`config.mk`:
```
export PLATFORM = sky130hd
export DESIGN_NAME = tcc_seq
export DESIGN_NICKNAME = d
export VERILOG_FILES = /design/src/rtl/core/tcc_pkg.sv /design/src/rtl/core/tcc_seq.sv
export SDC_FILE = /design/constraint.sdc
export NUM_CORES = 1
export LEC_CHECK = 0
export BUFFER_PORTS_ARGS = -buffer_cell sky130_fd_sc_hd__buf_2
export CAP_MARGIN = 20
export CELL_PAD_IN_SITES_DETAIL_PLACEMENT = 2
export CELL_PAD_IN_SITES_GLOBAL_PLACEMENT = 2
export CORE_UTILIZATION = 26
export DETAILED_ROUTE_END_ITERATION = 12
export PLACE_DENSITY = 0.84
export RECOVER_POWER = 25
export SYNTH_ARGS = -nofsm -noshare
export SYNTH_HDL_FRONTEND = slang
export SYNTH_SLANG_ARGS = --single-unit
```
`constraint.sdc`:
```
create_clock -name i_clk -period 5.7 [get_ports i_clk]
set_input_delay 1.14 -clock i_clk [delete_from_list [all_inputs] [get_ports i_clk]]
set_output_delay 1.14 -clock i_clk [all_outputs]
set_load 0.005 [all_outputs]
```
`src/rtl/core/tcc_pkg.sv`:
```
// ----------------------------------------------------------------------------
// tcc_pkg
// Shared constants, codes and control-word types of the text console engine.
// ----------------------------------------------------------------------------
package tcc_pkg;

    localparam int COLUMNS = 80;
    localparam int ROWS    = 25;
    localparam int CELLS   = ROWS * COLUMNS;
    localparam int RW      = 5;                 // row field width
    localparam int CW      = 7;                 // column field width
    localparam int AW      = $clog2(CELLS);     // screen store address width
    localparam int UW      = 4;                 // micro-PC width

    localparam logic [AW-1:0] ADDR_LAST      = AW'(CELLS - 1);
    localparam logic [AW-1:0] ADDR_COPY_LAST = AW'((ROWS - 1) * COLUMNS - 1);

    // operation codes carried in tuser
    localparam logic [1:0] MODE_PUT   = 2'd0;
    localparam logic [1:0] MODE_READ  = 2'd1;
    localparam logic [1:0] MODE_CLEAR = 2'd2;

    localparam logic [7:0] CH_BS    = 8'h08;
    localparam logic [7:0] CH_TAB   = 8'h09;
    localparam logic [7:0] CH_LF    = 8'h0A;
    localparam logic [7:0] CH_CR    = 8'h0D;
    localparam logic [7:0] CH_SPACE = 8'h20;

    localparam logic [7:0]  ATTR_RESET = 8'h07;
    localparam logic [15:0] CELL_RESET = {ATTR_RESET, CH_SPACE};

    // micro-program entry points and loop heads
    localparam logic [UW-1:0] S_INIT      = 4'd0;
    localparam logic [UW-1:0] S_INIT_FILL = 4'd1;
    localparam logic [UW-1:0] S_CLR       = 4'd2;
    localparam logic [UW-1:0] S_CLR_FILL  = 4'd3;
    localparam logic [UW-1:0] S_READ      = 4'd4;
    localparam logic [UW-1:0] S_RESULT    = 4'd5;
    localparam logic [UW-1:0] S_PUT       = 4'd6;
    localparam logic [UW-1:0] S_COPY_RD   = 4'd7;
    localparam logic [UW-1:0] S_COPY_WR   = 4'd8;
    localparam logic [UW-1:0] S_FILL_LAST = 4'd9;

    typedef enum logic [1:0] {A_HOLD, A_ZERO, A_INC} t_addr_op;
    typedef enum logic [1:0] {WE_OFF, WE_ON, WE_PRINT} t_we;
    typedef enum logic [1:0] {W_RESET, W_BLANK, W_CHAR, W_COPY} t_wsel;
    typedef enum logic {WA_CNT, WA_CUR} t_asel;
    typedef enum logic {R_CELL, R_NEXT} t_rsel;
    typedef enum logic [1:0] {CUR_NONE, CUR_PUT, CUR_HOME} t_cur;
    typedef enum logic [1:0] {C_NEVER, C_SCROLL, C_COPY_MORE, C_FILL_MORE} t_cond;
    typedef enum logic [1:0] {E_NONE, E_QUIET, E_RESULT} t_end;

    typedef struct packed {
        t_addr_op        addr_op;
        t_we             we;
        t_wsel           wsel;
        t_asel           asel;
        logic            rd_en;
        t_rsel           rsel;
        t_cur            cur_op;
        t_cond           cond;
        logic [UW-1:0]   target;
        t_end            fin;
    } t_uword;

    typedef struct packed {
        t_uword          uw;
        logic            en;     // step executes this cycle
        logic            take;   // input word accepted this cycle
    } t_ctl;

    typedef struct packed {
        logic            need_scroll;
        logic            copy_end;
        logic            fill_end;
    } t_flags;

endpackage

```
`src/rtl/core/tcc_seq.sv`:
```
// ----------------------------------------------------------------------------
// tcc_seq
// Micro-sequencer: control-store ROM, micro-PC, mode dispatch and branches.
// ----------------------------------------------------------------------------
module tcc_seq (
    input  logic            i_clk,
    input  logic            i_rst_n,
    input  logic            i_take,
    input  logic [1:0]      i_mode,
    input  tcc_pkg::t_flags i_flags,
    input  logic            i_out_busy,
    output tcc_pkg::t_ctl   o_ctl,
    output logic            o_idle,
    output logic            o_emit
);
    import tcc_pkg::*;

    typedef enum logic [1:0] {
        ST_IDLE = 2'b01,
        ST_RUN  = 2'b10
    } t_seq_state;

    function automatic t_uword ucode(input logic [UW-1:0] pc);
        t_uword w;
        w = '{addr_op: A_HOLD, we: WE_OFF, wsel: W_BLANK, asel: WA_CNT, rd_en: 1'b0,
              rsel: R_CELL, cur_op: CUR_NONE, cond: C_NEVER, target: S_INIT, fin: E_NONE};
        case (pc)
            S_INIT: begin
                w.addr_op = A_ZERO;
            end
            S_INIT_FILL: begin
                w.we = WE_ON; w.wsel = W_RESET; w.addr_op = A_INC;
                w.cond = C_FILL_MORE; w.target = S_INIT_FILL; w.fin = E_QUIET;
            end
            S_CLR: begin
                w.addr_op = A_ZERO; w.cur_op = CUR_HOME;
            end
            S_CLR_FILL: begin
                w.we = WE_ON; w.wsel = W_BLANK; w.addr_op = A_INC;
                w.cond = C_FILL_MORE; w.target = S_CLR_FILL; w.fin = E_RESULT;
            end
            S_READ: begin
                w.rd_en = 1'b1; w.rsel = R_CELL;
            end
            S_RESULT: begin
                w.fin = E_RESULT;
            end
            S_PUT: begin
                w.we = WE_PRINT; w.wsel = W_CHAR; w.asel = WA_CUR; w.addr_op = A_ZERO;
                w.cur_op = CUR_PUT; w.cond = C_SCROLL; w.target = S_COPY_RD;
                w.fin = E_RESULT;
            end
            S_COPY_RD: begin
                w.rd_en = 1'b1; w.rsel = R_NEXT;
            end
            S_COPY_WR: begin
                w.we = WE_ON; w.wsel = W_COPY; w.addr_op = A_INC;
                w.cond = C_COPY_MORE; w.target = S_COPY_RD;
            end
            S_FILL_LAST: begin
                w.we = WE_ON; w.wsel = W_BLANK; w.addr_op = A_INC;
                w.cond = C_FILL_MORE; w.target = S_FILL_LAST; w.fin = E_RESULT;
            end
            default: begin
                w.fin = E_QUIET;
            end
        endcase
        return w;
    endfunction

    t_seq_state    r_state, n_state;
    logic [UW-1:0] r_upc, n_upc;
    t_uword        uw;
    logic          run, hit, finish, stall, en;

    assign uw  = ucode(r_upc);
    assign run = (r_state == ST_RUN);

    always_comb begin
        case (uw.cond)
            C_SCROLL:    hit = i_flags.need_scroll;
            C_COPY_MORE: hit = !i_flags.copy_end;
            C_FILL_MORE: hit = !i_flags.fill_end;
            default:     hit = 1'b0;
        endcase
    end

    assign finish = run && !hit && (uw.fin != E_NONE);
    // result cannot leave while the output register is still full
    assign stall  = finish && (uw.fin == E_RESULT) && i_out_busy;
    assign en     = run && !stall;

    always_comb begin
        n_state = r_state;
        n_upc   = r_upc;
        if (i_take) begin
            n_state = ST_RUN;
            case (i_mode)
                MODE_PUT:   n_upc = S_PUT;
                MODE_READ:  n_upc = S_READ;
                MODE_CLEAR: n_upc = S_CLR;
                default:    n_upc = S_RESULT;
            endcase
        end else if (en) begin
            if (hit) begin
                n_upc = uw.target;
            end else if (finish) begin
                n_state = ST_IDLE;
            end else begin
                n_upc = r_upc + 1'b1;
            end
        end
    end

    always_ff @(posedge i_clk) begin
        if (!i_rst_n) begin
            r_state <= ST_RUN;
            r_upc   <= S_INIT;
        end else begin
            r_state <= n_state;
            r_upc   <= n_upc;
        end
    end

    assign o_ctl  = '{uw: uw, en: en, take: i_take};
    assign o_idle = (r_state == ST_IDLE);
    assign o_emit = en && finish && (uw.fin == E_RESULT);

endmodule

```
### Yosys cells after proc, flatten, opt, wreduce, memory -nomap -nowiden

Cells that the tools add are included.

* bits in registers: 6
* bits in latches: 0
* RAM bits: 0
* bits in read-only memories: 0
* input bits: 9
* logic and storage cells: 59
* memories kept: 0

* add/subtract/negate cells: 1
* multipliers: 0
* div/mod/pow operators: 0
* $lt $le $gt $ge: 0
* equal/unequal tests: 18
* shift-type cells: 0
* muxes and demuxes: 13
* bitwise operators: 2
* reduce and logical (&&, ||, !) cells: 23

Operator list (number)
* 6-bit one-hot mux with 5 select lines: 1
* 4-bit by 3-bit == test with 1-bit output, second input constant: 4
* 4-bit 2-to-1 mux: 4
* 2-bit one-hot mux with 2 select lines: 4
* 4-bit one-hot mux with 4 select lines: 1
* 2-bit == test, second input constant: 5
* 3-bit one-hot mux with 3 select lines: 1
* 4-bit by 2-bit == test with 1-bit output, second input constant: 2
* 4-bit == test, second input constant: 2
* 4-bit OR reduction: 2
* 1-bit logical AND: 7
* 2-bit by 1-bit == test with 1-bit output, second input constant: 3
* 5-bit OR reduction: 1
* 4-bit by 1-bit adder with 4-bit output, second input constant: 1
* 4-bit by 1-bit == test with 1-bit output, second input constant: 1
* 1-bit logical NOT: 4
* 4-bit logical NOT: 1
* 2-bit nonzero test: 2
* 2-bit OR reduction: 2
* 3-bit inequality test, second input constant: 1
* 1-bit one-hot mux with 3 select lines: 1
* 3-bit AND reduction: 1
* 3-bit OR reduction: 1
* 2-bit logical NOT: 1
* other kinds (3): 4

### Depth between registers and ports, before layout

* depth in word-level cells: 13
* mapped depth: 10

### Worst setup path after synthesis

No wires, ideal clock.

* path type: input-to-output
* from: in i_flags[0] (netlist name)
* to: out o_ctl[1] (netlist name)
* arrival time: 1.858 ns
* required time: 4.560 ns
* setup slack: 2.702 ns
* cell stages on the path: 5
* cells stage by stage: nor2_1 o21ai_2 and2_1 a41oi_1 buf_4

* longest elaborated chain between the ends: 9

RTL lines
* start: declaration: line tcc_seq.sv:10 `input tcc_pkg::t_flags i_flags,`
* 1-bit logical NOT: line tcc_seq.sv:83 `C_FILL_MORE: hit = !i_flags.fill_end;`
* 1-bit one-hot mux with 3 select lines: line tcc_seq.sv:80 `case (uw.cond)`
* 1-bit logical NOT: line tcc_seq.sv:88 `assign finish = run && !hit && (uw.fin != E_NONE);`
* 1-bit logical AND (2 in series): line tcc_seq.sv:88
* 1-bit logical AND (2 in series): line tcc_seq.sv:90 `assign stall = finish && (uw.fin == E_RESULT) && i_out_busy;`
* 1-bit logical NOT: line tcc_seq.sv:91 `assign en = run && !stall;`
* 1-bit logical AND: line tcc_seq.sv:91
* end: declaration: line tcc_seq.sv:12 `output tcc_pkg::t_ctl o_ctl,`

Every way passes these cells.

==> run metrics <==
GRT Total Usage=16.7%; Least-Margin Pin Slew=0.702 ns; Setup violations, final=0; first-pass GRT wire length=4110 microns; DR DRC count=0; Port Buffers=31; core area=2730 sq um; Worst Hold Class=register to register; Initial Utilization=~27%; initial antenna violation count=0; Avg WL per Cell=15.7 microns; # Post-CTS Setup Buffers=0; unrepaired setup endpoints after global routing=false; TNS Setup=0 ns; vias per std cell=around 5.5; Worst setup SP type=register; max-slew violations=0; layout overhead on the synthesized area=21.0%; synth top area cells=dfxtp_1, nor2_1, ha_1; largest net degree at the start of global routing=23; clock skew=0.00236 ns; Antenna diodes=0; IO Count=32; final-report hold violation count=0; Die Ht=55.6 microns; placed wire-length estimate=1960 microns; Overflow after GRT=0; Site Rows=19; count of filler cells inserted in the layout=around 340; Post-Synthesis Cell Area=746 sq um; post-route ant nets=0; Crit. End Element=output port; GP Congestion=0.712; maxcap violations=0; CTS resizes=0; Iteration-0 DRC Markers=9; top-area cell type share of the netlist area=between 10% and 20%; CTS root buffer=clkbuf_4; fmax=298 MHz; synth warn=0; post-route minimum period=3.35 ns; detailed-route via count=between 800 and 900; Setup CP Type=register to output port; post-synthesis register bit count=6; max_slew headroom=around 53%; status=finished clean; Crit Path Max Fanout=22; vias in the first global route=860; mean area per synthesized cell=roughly 7.0 sq um; post-synth top area cell=dfxtp_1; final cycle utilization of the critical path=58.8%; clk_lat worst skew=roughly 0.24 ns; VDD IR max=0.111 mV; htree depth=1; CP arrival=2.21 ns; Critical Path RT=4.56 ns; die width=55.6 microns; syn_nets=120; die area=slightly above 3000 sq um; fin util=33.0%; Max Buffers Root-to-Sink=2; clock transition at the registers of the reported paths=0.04 ns; most frequent cells in the layout=buf_2, nor2_1, a21oi_1; number of buffers created by CTS=3; CTS tree=done; Routed WL=2550 microns; Pleak=around 0.45 nW; ratio of cells with drive above 1 in the final layout=roughly a quarter; CTS Hold Buffers Added=0; cells after synthesis=107; commonest non-fill, non-tap cell in the layout=buf_2; sequential area share after synthesis=between 10% and 20%; fin nets=146; DR pass1 iterations=4; Yosys cell types=38; Sink Count=6; PwrDens=243 nW/um^2
worst paths after layout:
kind / from / slack [ns] / to / cells past startpoint
worst max-delay path: r_upc[2] / 2.35 / o_ctl[1] / 6
worst min-delay path: r_state[0] / 0.54 / r_state[0] / 2
worst max register to register: r_upc[2] / 3.10 / r_upc[2] / 7
worst min register to register: r_state[0] / 0.54 / r_state[0] / 2
area by class of cell:
class,instances,area [sq um],area share [%]
multi-input cells,84,541,59.9
repair buffers,31,154,17.1
flip-flops and latches,6,120,13.3
well taps,31,38.8,4.30
inverters,7,26.3,2.91
clock buffers,3,22.5,2.50
Yosys cell counts:
library cell  count
nor2_1           16
a21oi_1           7
nand2_1           7
nand2b_1          7
o21ai_0           7
dfxtp_1           6
inv_1             6
buf_2             5
ha_1              4
nand3b_1          4
buf_4             3
nand3_1           3
a41oi_1           2
and2_1            2
clkbuf_1          2
mux2i_1           2
nor2b_1           2
o211a_1           2
a21boi_0          1
a21oi_2           1
a221oi_1          1
a221oi_4          1
a31oi_1           1
a32oi_1           1
and3_1            1
and4_1            1
and4bb_2          1
inv_2             1
mux2_1            1
nand4_1           1
nor3_1            1
nor4_1            1
o21ai_1           1
o21ai_2           1
o21bai_1          1
o22ai_1           1
o31ai_1           1
o41ai_1           1
routing by layer:
| layer | track usage, % | share of wire, % | up-vias |
|---|---|---|---|
| met2 | 27.7 | 49 | 21 |
| met3 | 1.41 | 2.8 | 4 |
| li1 | - | - | 425 |
| met4 | 7.50 | 1.5 | 0 |
| met5 | 0 | 0 | - |
| met1 | 21.9 | 46 | 436 |
through the flow:
stage	total power (W)	hold WS, ns	cells	instance area [sq um]	setup WS [ns]
floorplan	0.000144	0.463	107	746	2.70
global placement	0.000178	0.498	159	885	2.51
detailed placement	0.000185	0.514	159	885	2.50
CTS	0.000225	0.549	162	907	2.34
global route	0.000239	0.579	162	902	2.16
finish	0.000219	0.538	162	902	2.35
cells by family (layout without fill, tap and decap cells):
kind of cell	Yosys count	count (layout)	share of synthesized area (%)
AND/OR/NAND/NOR	47	47	32.9
AO/OA/AOI/OAI	30	30	29.2
buffers and inverters	17	41	10.9
flip-flops	6	6	16.1
adder cells (fa/ha/maj)	4	4	6.71
multiplexers	3	3	4.19
worst max-delay path, stage by stage (launching register included):
cell and delay, ns:
dfxtp_1 0.76, nand3b_1 0.35, inv_1 0.18, nand2_1 0.11, and2_1 0.20, a41oi_1 0.22
buf_2 0.14
state kept, by name (all words and copies together) (netlist names):
register  flops
r_state       2
r_upc         4
where the power goes:
group	switching, W	internal [W]	total (W)
Combinational	0.0000702	0.0000541	0.000124
Clock	0.0000137	0.0000237	0.0000374
Sequential	0.0000100	0.0000472	0.0000572
Total	0.0000940	0.000125	0.000219
Power figures use the tool's default switching activity.
